**src/rtl/rfig_pkg.sv**
```systemverilog
// Shared constants, types and helper functions for the random force impulse generator.
// Used by rfig_sermul, rfig_cordic and random_force_impulse_gen; depends on nothing.
`default_nettype none

package rfig_pkg;

  // Field widths
  localparam int unsigned DT_W        = 24;
  localparam int unsigned STRENGTH_W  = 16;
  localparam int unsigned INTERVAL_W  = 24;
  localparam int unsigned RNG_W       = 32;
  localparam int unsigned FRAC_W      = 24;
  localparam int unsigned FORCE_W     = 17;
  localparam int unsigned IN_TDATA_W  = 24;
  localparam int unsigned OUT_TDATA_W = 40;

  // Configuration port
  localparam int unsigned CFG_IDX_W  = 2;
  localparam int unsigned CFG_DATA_W = 32;
  localparam logic [CFG_IDX_W-1:0] REG_STRENGTH = 2'd0;
  localparam logic [CFG_IDX_W-1:0] REG_INTERVAL = 2'd1;
  localparam logic [CFG_IDX_W-1:0] REG_SEED     = 2'd2;

  // Generator and countdown
  localparam logic [RNG_W-1:0]      ZERO_SEED      = 32'h6D2B79F5;
  localparam logic [INTERVAL_W-1:0] MIN_INTERVAL   = 24'd1000;
  localparam logic [INTERVAL_W-1:0] RESET_INTERVAL = 24'd1000000;

  // Bit-serial multiplier: signed multiplicand times unsigned 24-bit multiplier
  localparam int unsigned MCAND_W   = 33;
  localparam int unsigned MUL_STEPS = 24;
  localparam int unsigned MUL_CNT_W = $clog2(MUL_STEPS + 1);
  localparam int unsigned PROD_W    = MCAND_W + MUL_STEPS;

  // CORDIC
  localparam int unsigned CORDIC_STEPS = 18;
  localparam int unsigned STEP_W       = $clog2(CORDIC_STEPS);
  localparam int unsigned TRIG_W       = 32;
  localparam int unsigned ANGLE_W      = 24;
  localparam int unsigned Z_W          = 25;
  localparam int unsigned ATAN_W       = 22;
  localparam logic signed [TRIG_W-1:0] CORDIC_X0 = 32'sd652032874;

  // Rounding of a product to Q8.8
  localparam int unsigned ROUND_SHIFT = 38;
  localparam int unsigned V_W         = PROD_W - ROUND_SHIFT;
  localparam logic signed [PROD_W-1:0] ROUND_HALF = 57'sh2000000000;
  localparam logic signed [V_W-1:0]    FORCE_MAX  = 19'sd65535;
  localparam logic signed [V_W-1:0]    FORCE_MIN  = -19'sd65535;

  typedef struct packed {
    logic signed [TRIG_W-1:0] c_val;
    logic signed [TRIG_W-1:0] s_val;
  } rfig_trig_t;

  // One xorshift32 step; a zero state is replaced before the shifts
  function automatic logic [RNG_W-1:0] rfig_xorshift(input logic [RNG_W-1:0] s);
    logic [RNG_W-1:0] v;
    v = (s == '0) ? ZERO_SEED : s;
    v = v ^ (v << 13);
    v = v ^ (v >> 17);
    v = v ^ (v << 5);
    return v;
  endfunction

  // atan(2^-i) with a full turn equal to 2^24
  function automatic logic [ATAN_W-1:0] rfig_atan(input logic [STEP_W-1:0] i);
    logic [ATAN_W-1:0] a;
    case (i)
      5'd0:    a = 22'd2097152;
      5'd1:    a = 22'd1238021;
      5'd2:    a = 22'd654136;
      5'd3:    a = 22'd332050;
      5'd4:    a = 22'd166669;
      5'd5:    a = 22'd83416;
      5'd6:    a = 22'd41718;
      5'd7:    a = 22'd20860;
      5'd8:    a = 22'd10430;
      5'd9:    a = 22'd5215;
      5'd10:   a = 22'd2608;
      5'd11:   a = 22'd1304;
      5'd12:   a = 22'd652;
      5'd13:   a = 22'd326;
      5'd14:   a = 22'd163;
      5'd15:   a = 22'd81;
      5'd16:   a = 22'd41;
      5'd17:   a = 22'd20;
      default: a = '0;
    endcase
    return a;
  endfunction

  // Round half up by 2^38 and saturate to +-65535
  function automatic logic signed [FORCE_W-1:0] rfig_round_sat(
    input logic signed [PROD_W-1:0] p
  );
    logic signed [PROD_W-1:0] r;
    logic signed [V_W-1:0]    v;
    r = p + ROUND_HALF;
    v = $signed(r[PROD_W-1:ROUND_SHIFT]);
    if (v > FORCE_MAX) begin
      return FORCE_W'(FORCE_MAX);
    end else if (v < FORCE_MIN) begin
      return FORCE_W'(FORCE_MIN);
    end
    return FORCE_W'(v);
  endfunction

endpackage

`default_nettype wire

```
**src/rtl/rfig_sermul.sv**
```systemverilog
// Bit-serial shift-and-add multiplier: signed multiplicand, unsigned multiplier.
// Depends on rfig_pkg for widths.
`default_nettype none

module rfig_sermul
  import rfig_pkg::*;
(
  input  logic                      clk_i,
  input  logic                      rst_ni,
  input  logic                      start_i,
  input  logic signed [MCAND_W-1:0] mcand_i,
  input  logic [MUL_STEPS-1:0]      mplier_i,
  output logic                      busy_o,
  output logic signed [PROD_W-1:0]  prod_o
);

  logic [MUL_CNT_W-1:0]      cnt_q, cnt_d;
  logic signed [MCAND_W:0]   acc_q, acc_d, sum;
  logic [MUL_STEPS-1:0]      lo_q, lo_d;
  logic signed [MCAND_W-1:0] mcand_q, mcand_d;

  // add the multiplicand when the current multiplier bit is set, then shift right
  always_comb begin
    sum     = lo_q[0] ? (acc_q + {mcand_q[MCAND_W-1], mcand_q}) : acc_q;
    cnt_d   = cnt_q;
    acc_d   = acc_q;
    lo_d    = lo_q;
    mcand_d = mcand_q;
    if (start_i) begin
      cnt_d   = MUL_CNT_W'(MUL_STEPS);
      acc_d   = '0;
      lo_d    = mplier_i;
      mcand_d = mcand_i;
    end else if (cnt_q != '0) begin
      cnt_d = cnt_q - 1'b1;
      acc_d = {sum[MCAND_W], sum[MCAND_W:1]};
      lo_d  = {sum[0], lo_q[MUL_STEPS-1:1]};
    end
  end

  always_ff @(posedge clk_i or negedge rst_ni) begin
    if (!rst_ni) begin
      cnt_q <= '0;
    end else begin
      cnt_q <= cnt_d;
    end
  end

  always_ff @(posedge clk_i) begin
    acc_q   <= acc_d;
    lo_q    <= lo_d;
    mcand_q <= mcand_d;
  end

  assign busy_o = (cnt_q != '0);
  assign prod_o = {acc_q[MCAND_W-1:0], lo_q};

endmodule

`default_nettype wire

```
**src/rtl/rfig_cordic.sv**
```systemverilog
// Iterative rotation CORDIC, one micro-rotation a cycle, with quadrant folding.
// Depends on rfig_pkg for widths, the arctangent table and the trig struct.
`default_nettype none

module rfig_cordic
  import rfig_pkg::*;
(
  input  logic               clk_i,
  input  logic               rst_ni,
  input  logic               start_i,
  input  logic [ANGLE_W-1:0] angle_i,
  output logic               busy_o,
  output rfig_trig_t         trig_o
);

  logic                     busy_q, busy_d;
  logic [STEP_W-1:0]        step_q, step_d;
  logic [1:0]               quad_q, quad_d;
  logic signed [TRIG_W-1:0] x_q, x_d, y_q, y_d, dx, dy;
  logic signed [Z_W-1:0]    z_q, z_d, at;

  always_comb begin
    dx     = y_q >>> step_q;
    dy     = x_q >>> step_q;
    at     = $signed({{(Z_W-ATAN_W){1'b0}}, rfig_atan(step_q)});
    busy_d = busy_q;
    step_d = step_q;
    quad_d = quad_q;
    x_d    = x_q;
    y_d    = y_q;
    z_d    = z_q;
    if (start_i) begin
      // nearest quadrant; residual is the low 22 bits read as signed
      busy_d = 1'b1;
      step_d = '0;
      quad_d = angle_i[ANGLE_W-1:ANGLE_W-2] + {1'b0, angle_i[ANGLE_W-3]};
      x_d    = CORDIC_X0;
      y_d    = '0;
      z_d    = $signed({{(Z_W-ANGLE_W+2){angle_i[ANGLE_W-3]}}, angle_i[ANGLE_W-3:0]});
    end else if (busy_q) begin
      if (!z_q[Z_W-1]) begin
        x_d = x_q - dx;
        y_d = y_q + dy;
        z_d = z_q - at;
      end else begin
        x_d = x_q + dx;
        y_d = y_q - dy;
        z_d = z_q + at;
      end
      step_d = step_q + 1'b1;
      if (step_q == STEP_W'(CORDIC_STEPS - 1)) begin
        busy_d = 1'b0;
      end
    end
  end

  always_ff @(posedge clk_i or negedge rst_ni) begin
    if (!rst_ni) begin
      busy_q <= 1'b0;
      step_q <= '0;
    end else begin
      busy_q <= busy_d;
      step_q <= step_d;
    end
  end

  always_ff @(posedge clk_i) begin
    quad_q <= quad_d;
    x_q    <= x_d;
    y_q    <= y_d;
    z_q    <= z_d;
  end

  // rotate the result back into its quadrant
  always_comb begin
    case (quad_q)
      2'd0: begin
        trig_o.c_val = x_q;
        trig_o.s_val = y_q;
      end
      2'd1: begin
        trig_o.c_val = -y_q;
        trig_o.s_val = x_q;
      end
      2'd2: begin
        trig_o.c_val = -x_q;
        trig_o.s_val = -y_q;
      end
      default: begin
        trig_o.c_val = y_q;
        trig_o.s_val = -x_q;
      end
    endcase
  end

  assign busy_o = busy_q;

endmodule

`default_nettype wire

```
**src/rtl/random_force_impulse_gen.sv**
```systemverilog
// Random force impulse generator: countdown, xorshift32 draws, CORDIC and serial multiplies.
// Depends on rfig_pkg, rfig_sermul and rfig_cordic.
//
// Usage:
//   Each request on the slave stream is one time tick: tdata carries dt_us (24 bit),
//   tuser carries the eligible flag. An ineligible tick or a tick with dt_us of zero
//   changes nothing and gives no result. Otherwise the countdown drops by dt_us; when
//   it runs out, two xorshift32 draws give a new angle and magnitude and the countdown
//   reloads to interval_us (at least 1000). The held force goes out on the master
//   stream whenever it is nonzero, with new_draw set if this tick drew it.
//   Throughput: one tick at a time. A tick without a draw passes through the emit state
//   into the output register. A tick with a draw is paced by the two 24-step
//   bit-serial multiplies (magnitude, then both components) run one after the other;
//   the 18-step CORDIC runs beside the first of them.
//   The result sits in an output register, so ready returns as soon as the work is
//   done even while the receiver stalls; a following result waits in the emit state.
//   Reset clears the countdown, the held force and the generator state, and sets the
//   registers to strength 0, interval 1000000 and seed 0. Writing the seed register
//   loads the generator state at once. Write configuration only while idle.
`default_nettype none

module random_force_impulse_gen
  import rfig_pkg::*;
(
  input  logic                   clk_i,
  input  logic                   rst_ni,
  // configuration write port
  input  logic                   cfg_we_i,
  input  logic [CFG_IDX_W-1:0]   cfg_idx_i,
  input  logic [CFG_DATA_W-1:0]  cfg_wdata_i,
  // tick requests
  input  logic                   s_axis_tvalid,
  output logic                   s_axis_tready,
  input  logic [IN_TDATA_W-1:0]  s_axis_tdata,  // [23:0] dt_us
  input  logic [0:0]             s_axis_tuser,  // [0] eligible
  // force results
  output logic                   m_axis_tvalid,
  input  logic                   m_axis_tready,
  output logic [OUT_TDATA_W-1:0] m_axis_tdata,  // [16:0] force_x, [33:17] force_y, rest zero
  output logic [0:0]             m_axis_tuser   // [0] new_draw
);

  localparam logic [2:0] S_IDLE   = 3'd0;
  localparam logic [2:0] S_DRAW_A = 3'd1;
  localparam logic [2:0] S_DRAW_M = 3'd2;
  localparam logic [2:0] S_MAG    = 3'd3;
  localparam logic [2:0] S_COMP   = 3'd4;
  localparam logic [2:0] S_ROUND  = 3'd5;
  localparam logic [2:0] S_EMIT   = 3'd6;

  logic [2:0]                state_q, state_d;
  logic [STRENGTH_W-1:0]     strength_q;
  logic [INTERVAL_W-1:0]     interval_q;
  logic [RNG_W-1:0]          rng_q, rng_next;
  logic [INTERVAL_W-1:0]     time_left_q, time_left_d, reload;
  logic                      drew_q, drew_d;
  logic signed [FORCE_W-1:0] cur_fx_q, cur_fx_d, cur_fy_q, cur_fy_d;
  logic                      m_valid_q, m_valid_d;
  logic signed [FORCE_W-1:0] out_fx_q, out_fy_q;
  logic                      out_draw_q;

  logic                      accept, tick_live, expired, force_nz, out_free, out_load;
  logic [DT_W-1:0]           dt;
  logic                      mag_done, cordic_start, mula_start;
  logic signed [MCAND_W-1:0] mula_mcand, mulb_mcand;
  logic [MUL_STEPS-1:0]      mula_mplier, m24;
  logic                      mula_busy, mulb_busy, cordic_busy;
  logic signed [PROD_W-1:0]  prod_a, prod_b;
  rfig_trig_t                trig;

  // ---------------------------------------------------------------------------
  // Configuration registers and generator state
  // ---------------------------------------------------------------------------
  assign rng_next = rfig_xorshift(rng_q);

  always_ff @(posedge clk_i or negedge rst_ni) begin
    if (!rst_ni) begin
      strength_q <= '0;
      interval_q <= RESET_INTERVAL;
      rng_q      <= '0;
    end else begin
      if (cfg_we_i) begin
        unique case (cfg_idx_i)
          REG_STRENGTH: strength_q <= cfg_wdata_i[STRENGTH_W-1:0];
          REG_INTERVAL: interval_q <= cfg_wdata_i[INTERVAL_W-1:0];
          REG_SEED:     rng_q      <= cfg_wdata_i[RNG_W-1:0];
          default:      ;  // unknown index: drop the write
        endcase
      end else if (state_q == S_DRAW_A || state_q == S_DRAW_M) begin
        rng_q <= rng_next;
      end
    end
  end

  // ---------------------------------------------------------------------------
  // Tick decision
  // ---------------------------------------------------------------------------
  assign s_axis_tready = (state_q == S_IDLE);
  assign accept        = s_axis_tvalid && s_axis_tready;
  assign dt            = s_axis_tdata[DT_W-1:0];
  assign tick_live     = s_axis_tuser[0] && (dt != '0);
  // countdown runs out when the remaining time is no more than dt
  assign expired       = (dt >= time_left_q);
  assign reload        = (interval_q < MIN_INTERVAL) ? MIN_INTERVAL : interval_q;

  // ---------------------------------------------------------------------------
  // Arithmetic units: angle draw starts the CORDIC, magnitude draw starts
  // multiplier A; both components then run on A and B side by side.
  // ---------------------------------------------------------------------------
  assign mag_done     = (state_q == S_MAG) && !mula_busy && !cordic_busy;
  assign cordic_start = (state_q == S_DRAW_A);
  assign mula_start   = (state_q == S_DRAW_M) || mag_done;
  assign m24          = prod_a[STRENGTH_W+MUL_STEPS-1:STRENGTH_W];

  assign mula_mcand  = (state_q == S_MAG) ? $signed({trig.c_val[TRIG_W-1], trig.c_val})
                                          : $signed({{(MCAND_W-STRENGTH_W){1'b0}}, strength_q});
  assign mula_mplier = (state_q == S_MAG) ? m24 : rng_next[FRAC_W-1:0];
  assign mulb_mcand  = $signed({trig.s_val[TRIG_W-1], trig.s_val});

  rfig_cordic u_cordic (
    .clk_i   (clk_i),
    .rst_ni  (rst_ni),
    .start_i (cordic_start),
    .angle_i (rng_next[ANGLE_W-1:0]),
    .busy_o  (cordic_busy),
    .trig_o  (trig)
  );

  rfig_sermul u_mul_a (
    .clk_i    (clk_i),
    .rst_ni   (rst_ni),
    .start_i  (mula_start),
    .mcand_i  (mula_mcand),
    .mplier_i (mula_mplier),
    .busy_o   (mula_busy),
    .prod_o   (prod_a)
  );

  rfig_sermul u_mul_b (
    .clk_i    (clk_i),
    .rst_ni   (rst_ni),
    .start_i  (mag_done),
    .mcand_i  (mulb_mcand),
    .mplier_i (m24),
    .busy_o   (mulb_busy),
    .prod_o   (prod_b)
  );

  // ---------------------------------------------------------------------------
  // Sequencer
  // ---------------------------------------------------------------------------
  assign force_nz = (cur_fx_q != '0) || (cur_fy_q != '0);
  assign out_free = !m_valid_q || m_axis_tready;
  assign out_load = (state_q == S_EMIT) && force_nz && out_free;

  always_comb begin
    state_d     = state_q;
    time_left_d = time_left_q;
    drew_d      = drew_q;
    cur_fx_d    = cur_fx_q;
    cur_fy_d    = cur_fy_q;
    unique case (state_q)
      S_IDLE: begin
        if (accept && tick_live) begin
          if (expired) begin
            time_left_d = reload;
            drew_d      = 1'b1;
            state_d     = S_DRAW_A;
          end else begin
            time_left_d = time_left_q - dt;
            drew_d      = 1'b0;
            state_d     = S_EMIT;
          end
        end
      end
      S_DRAW_A: state_d = S_DRAW_M;
      S_DRAW_M: state_d = S_MAG;
      S_MAG: begin
        if (mag_done) begin
          state_d = S_COMP;
        end
      end
      S_COMP: begin
        if (!mula_busy && !mulb_busy) begin
          state_d = S_ROUND;
        end
      end
      S_ROUND: begin
        cur_fx_d = rfig_round_sat(prod_a);
        cur_fy_d = rfig_round_sat(prod_b);
        state_d  = S_EMIT;
      end
      S_EMIT: begin
        // hold until the output register is free; a zero force gives nothing
        if (!force_nz || out_free) begin
          state_d = S_IDLE;
        end
      end
      default: state_d = S_IDLE;
    endcase
  end

  always_comb begin
    m_valid_d = m_valid_q;
    if (out_load) begin
      m_valid_d = 1'b1;
    end else if (m_axis_tready) begin
      m_valid_d = 1'b0;
    end
  end

  always_ff @(posedge clk_i or negedge rst_ni) begin
    if (!rst_ni) begin
      state_q     <= S_IDLE;
      time_left_q <= '0;
      drew_q      <= 1'b0;
      cur_fx_q    <= '0;
      cur_fy_q    <= '0;
      m_valid_q   <= 1'b0;
    end else begin
      state_q     <= state_d;
      time_left_q <= time_left_d;
      drew_q      <= drew_d;
      cur_fx_q    <= cur_fx_d;
      cur_fy_q    <= cur_fy_d;
      m_valid_q   <= m_valid_d;
    end
  end

  always_ff @(posedge clk_i) begin
    if (out_load) begin
      out_fx_q   <= cur_fx_q;
      out_fy_q   <= cur_fy_q;
      out_draw_q <= drew_q;
    end
  end

  assign m_axis_tvalid = m_valid_q;
  assign m_axis_tdata  = {{(OUT_TDATA_W-2*FORCE_W){1'b0}}, out_fy_q, out_fx_q};
  assign m_axis_tuser  = out_draw_q;

`ifndef SYNTH
  // a result never carries a zero force
  assert property (@(posedge clk_i) disable iff (!rst_ni)
    m_axis_tvalid |-> (out_fx_q != '0) || (out_fy_q != '0))
    else $error("zero force presented on the result stream");

  // after a draw the countdown has been reloaded to at least the minimum interval
  assert property (@(posedge clk_i) disable iff (!rst_ni)
    state_q == S_ROUND |-> time_left_q >= MIN_INTERVAL)
    else $error("countdown not reloaded on a draw");

  // both component multiplies start together and so finish together
  assert property (@(posedge clk_i) disable iff (!rst_ni)
    state_q == S_COMP |-> mula_busy == mulb_busy)
    else $error("component multipliers out of step");

  // the output register only fills from the emit state
  assert property (@(posedge clk_i) disable iff (!rst_ni)
    $rose(m_valid_q) |-> $past(state_q) == S_EMIT)
    else $error("result loaded outside the emit state");

  // the CORDIC is finished before the components are started
  assert property (@(posedge clk_i) disable iff (!rst_ni)
    mag_done |=> !cordic_busy && mula_busy && mulb_busy)
    else $error("component multiplies started on an unfinished rotation");
`endif

endmodule

`default_nettype wire

```
**config.mk**
```make
export PLATFORM = sky130hd
export DESIGN_NAME = random_force_impulse_gen
export DESIGN_NICKNAME = d
export VERILOG_FILES = /design/src/rtl/rfig_pkg.sv /design/src/rtl/rfig_sermul.sv /design/src/rtl/rfig_cordic.sv /design/src/rtl/random_force_impulse_gen.sv
export SDC_FILE = /design/constraint.sdc
export NUM_CORES = 2
export LEC_CHECK = 0
export ABC_CLOCK_PERIOD_IN_PS = 7630
export BUFFER_PORTS_ARGS = -buffer_cell sky130_fd_sc_hd__buf_2
export CAP_MARGIN = 40
export CORE_MARGIN = 2
export CORE_UTILIZATION = 35
export CTS_CLUSTER_DIAMETER = 50
export DETAILED_ROUTE_END_ITERATION = 8
export GPL_ROUTABILITY_DRIVEN = 0
export PLACE_DENSITY_LB_ADDON = 0.1
export SETUP_SLACK_MARGIN = 0.1
export SLEW_MARGIN = 15
export SYNTH_ARGS = -nofsm -noshare
export SYNTH_HDL_FRONTEND = slang
export SYNTH_SLANG_ARGS = --single-unit
```
**constraint.sdc**
```tcl
create_clock -name clk_i -period 7.63 [get_ports clk_i]
set_input_delay 1.526 -clock clk_i [delete_from_list [all_inputs] [get_ports clk_i]]
set_output_delay 1.526 -clock clk_i [all_outputs]
set_load 0.01 [all_outputs]
```
==> flow_summary.toml <==
[critical_path]
crit_path_cell_trace = "mux4_2, mux2_2, o21ai_0, nand2_1, a21boi_0, ha_1, inv_1, nor4_4, nand3_2, and4bb_1, and2_2, and3b_1, nor2_1, o32a_1, ha_1, or3_1, or3_1, o31a_1, o21ai_0, nand2b_1, a21oi_1, xnor2_1, a21oi_1, a31o_1"
reg2reg_to = "u_cordic.y_q[31]"
critical_path.max_fanout = 36
critical-path-top-delay-family = "simple AND/OR/NAND/NOR gates"
critPathMaxStageDelay_ns = 0.85
critPathKind = "reg2reg"
cp.depth = 24
critPathSlowestCell = "dfrtp_4"
worst-path-buf-inv = 1
worstPathArrival_ns = 7.34
required_ns = 8.18
r2r_setup_slack_ns = 0.83
reg2reg_from = "u_cordic.step_q[0]"
end_kind = "flop"
cp-start-kind = "flop"
rr_worst_depth = 24
crit_end = "u_cordic.y_q[31]"
setup.worst_path.start = "u_cordic.step_q[0]"

[finish]
instances_no_fill = 5726
postLayoutCellArea_mm2 = 0.0413
n_antenna_cell = 0
area_growth_pct = 13.5
nNetsFinal = 4544
drive_above_1_share_pct = 12.3

[route]
drcViolationCount = 0
drt_first_pass_iters = 6
wirelength_um = 120000
via_per_inst = 5.54
drt_iter0_markers = 2527
postRouteAntennaNets = 0
vias = 31700
routedWlPerCell_um = 21.0

[sta]
rsz0062_at_grt = "false"
slew_violations = 0
slew_headroom_pct = 38.7
fmax_mhz = 147
worst_slack_ns = 0.835
fin_skew_ns = 0.0375
worstMarginPinSlew_ns = 0.913
period_needed_ns = 6.80
hold_viol_final = 0
post-route-period-util_pct = 89.1
setup_tns_ns = 0
finalSetupViolCount = 0

[floorplan]
io_pins = 107
num_rows = 118
dieArea_mm2 = 0.106
fp.dieH_um = 326
core-area_mm2 = 0.103
die_w_um = 326
initial_core_util_pct = 35.2

[yosys]
yosysTopAreaCellShare_pct = 14.4
synth-adder-area-share_pct = 7.11
syn_area_mm2 = 0.0363
synth_edf_count = 174
synthTopCellsByArea = "edfxtp_1, dfrtp_1, dfxtp_1"
synthMuxAreaShare_pct = 9.33
syn_inst = 4294
synth_top_family_by_area = "compound AO/OA/AOI/OAI gates"
yosysSeqAreaShare_pct = 32.0
synth-main-ff-cell = "edfxtp_1"
yosys.area_share.simple_pct = 17.5
synthXorXnorAreaFrac_pct = 9.73
yosys_register_bits = 455
ys_async_sr_fraction_pct = 33.2
synth-compound-area-share_pct = 20.0
yosysWarnings = 0
syn-mean-instance-area_um2 = 8.47
synth_top_area_cell = "edfxtp_1"
synth.distinct_cells = 94

[place]
dp.cells = 5572
placed_area_mm2 = 0.0383
hpwlAfterDp_um = 89100
port_buffers = 100
dp_slack_ns = 0.953

[cts]
ctsHoldBuffers = 0
cts_setup_buffers = 0
tritoncts = "built"
clk_latency_ns = 0.67
cts_max_path_buffers = 3
postCtsResizedCells = 0
numCtsBuffers = 82
htreeDepth = 3
clkTransAtPathRegs_ns = 0.05
cts.sinks = 455
root_buffer = "clkbuf_16"

[global_routing]
grt-ovfl-total = 0
antenna_found_initial = 2
grt_pass1_wl_um = 185000
track_usage_pct = 22.2
grt_max_degree = 119
grt_pass1_vias = 30300

[status]
status = "finished clean"

[run]
max_cap_viol_count = 0

[min_path]
hold_path_class = "reg2reg"
## cell usage after synthesis (all sizes together) (11+ instances only)
master	instances
a21oi	351
or4	14
nand2	464
nor2	418
mux2i	118
dfrtp	144
o211ai	20
dfxtp	130
nand4	30
inv	116
a31oi	55
xnor2	253
clkbuf	231
o21a	31
and4	11
buf	58
mux2	74
nor4	42
and3	42
nand3	87
nor3	84
o22ai	31
a22oi	12
nor2b	44
nand2b	57
a21o	75
or3	33
and2	23
ha	197
o21bai	21
o21ai	356
mux4	61
o31ai	19
xor2	151
or2	12
a221oi	16
edfxtp	174
a211oi	85
## routing by layer
metal	up-vias	wire [um]	GRT usage, %
li1	15500	-	-
met1	15200	58900	32.3
met2	808	52400	34.0
met3	164	5930	3.10
met4	0	3050	6.30
met5	-	0	0
## sequential cells by signal (all words and copies together), names as in the netlist, 25 cells and up
name,flops
u_mul_a.mcand_q,32
u_cordic.x_q,32
u_mul_b.acc_q,33
u_mul_a.acc_q,33
u_mul_b.mcand_q,32
u_cordic.y_q,32
rng_q,32
u_cordic.z_q,25
## through the flow
stage,utilization [%],hold slack [ns]
2_1_floorplan,-,0.425
3_3_place_gp,36.9,0.456
3_5_place_dp,37.1,0.464
4_1_cts,40.0,0.476
5_1_grt,40.0,0.485
6_report,40.0,0.470
## logic make-up (layout without fill, tap and decap cells)
family,Yosys count,in the layout
AOI/OAI and AO/OA,1187,1187
and+or+nand+nor,1382,1382
buffers and inverters,409,456
DFF,455,455
muxes,253,253
xor gates and xnor gates,404,404
adders and majority gates,203,203
other,1,6
## how the worst min path moves through the flow
| stage | cells past startpoint | to | startpoint | slack [ns] |
|---|---|---|---|---|
| floorplan | 0 | m_axis_tuser | drew_q | 0.42 |
| global placement | 0 | out_fx_q[15] | cur_fx_q[15] | 0.46 |
| detailed placement | 0 | out_fx_q[8] | cur_fx_q[8] | 0.46 |
| CTS | 0 | out_fx_q[8] | cur_fx_q[8] | 0.48 |
| global route | 0 | out_fy_q[15] | cur_fy_q[15] | 0.48 |
| finish | 0 | out_fy_q[11] | cur_fy_q[11] | 0.47 |
## layout make-up
| class | count | area (um2) |
|---|---|---|
| sequential | 455 | 11600 |
| clock inverter | 52 | 638 |
| tap | 1380 | 1730 |
| multi-input combinational | 3435 | 23200 |
| fill | 10400 | 61900 |
| timing repair buffer | 183 | 1280 |
| inverter | 120 | 453 |
| clock buffer | 101 | 2310 |
## layout by cell type (no fill, tap or decap), types with 74 or more instances in the layout
cell type / Yosys / final
buf_2: 7 / 99
xnor2_1: 253 / 253
nor3_1: 83 / 82
a211oi_1: 83 / 83
edfxtp_1: 174 / 174
nand3_1: 86 / 85
inv_1: 114 / 113
clkbuf_16: 0 / 86
dfrtp_1: 144 / 138
a21o_1: 75 / 75
mux2_2: 74 / 74
o21ai_0: 351 / 351
nand2_1: 464 / 463
ha_1: 197 / 197
xor2_1: 151 / 151
a21oi_1: 351 / 350
nor2_1: 418 / 416
dfxtp_1: 130 / 130
mux2i_1: 117 / 117
Power is left out: the tool's default activity adds up to more than one toggle a clock period on the data nets, which glitch-free logic cannot reach.
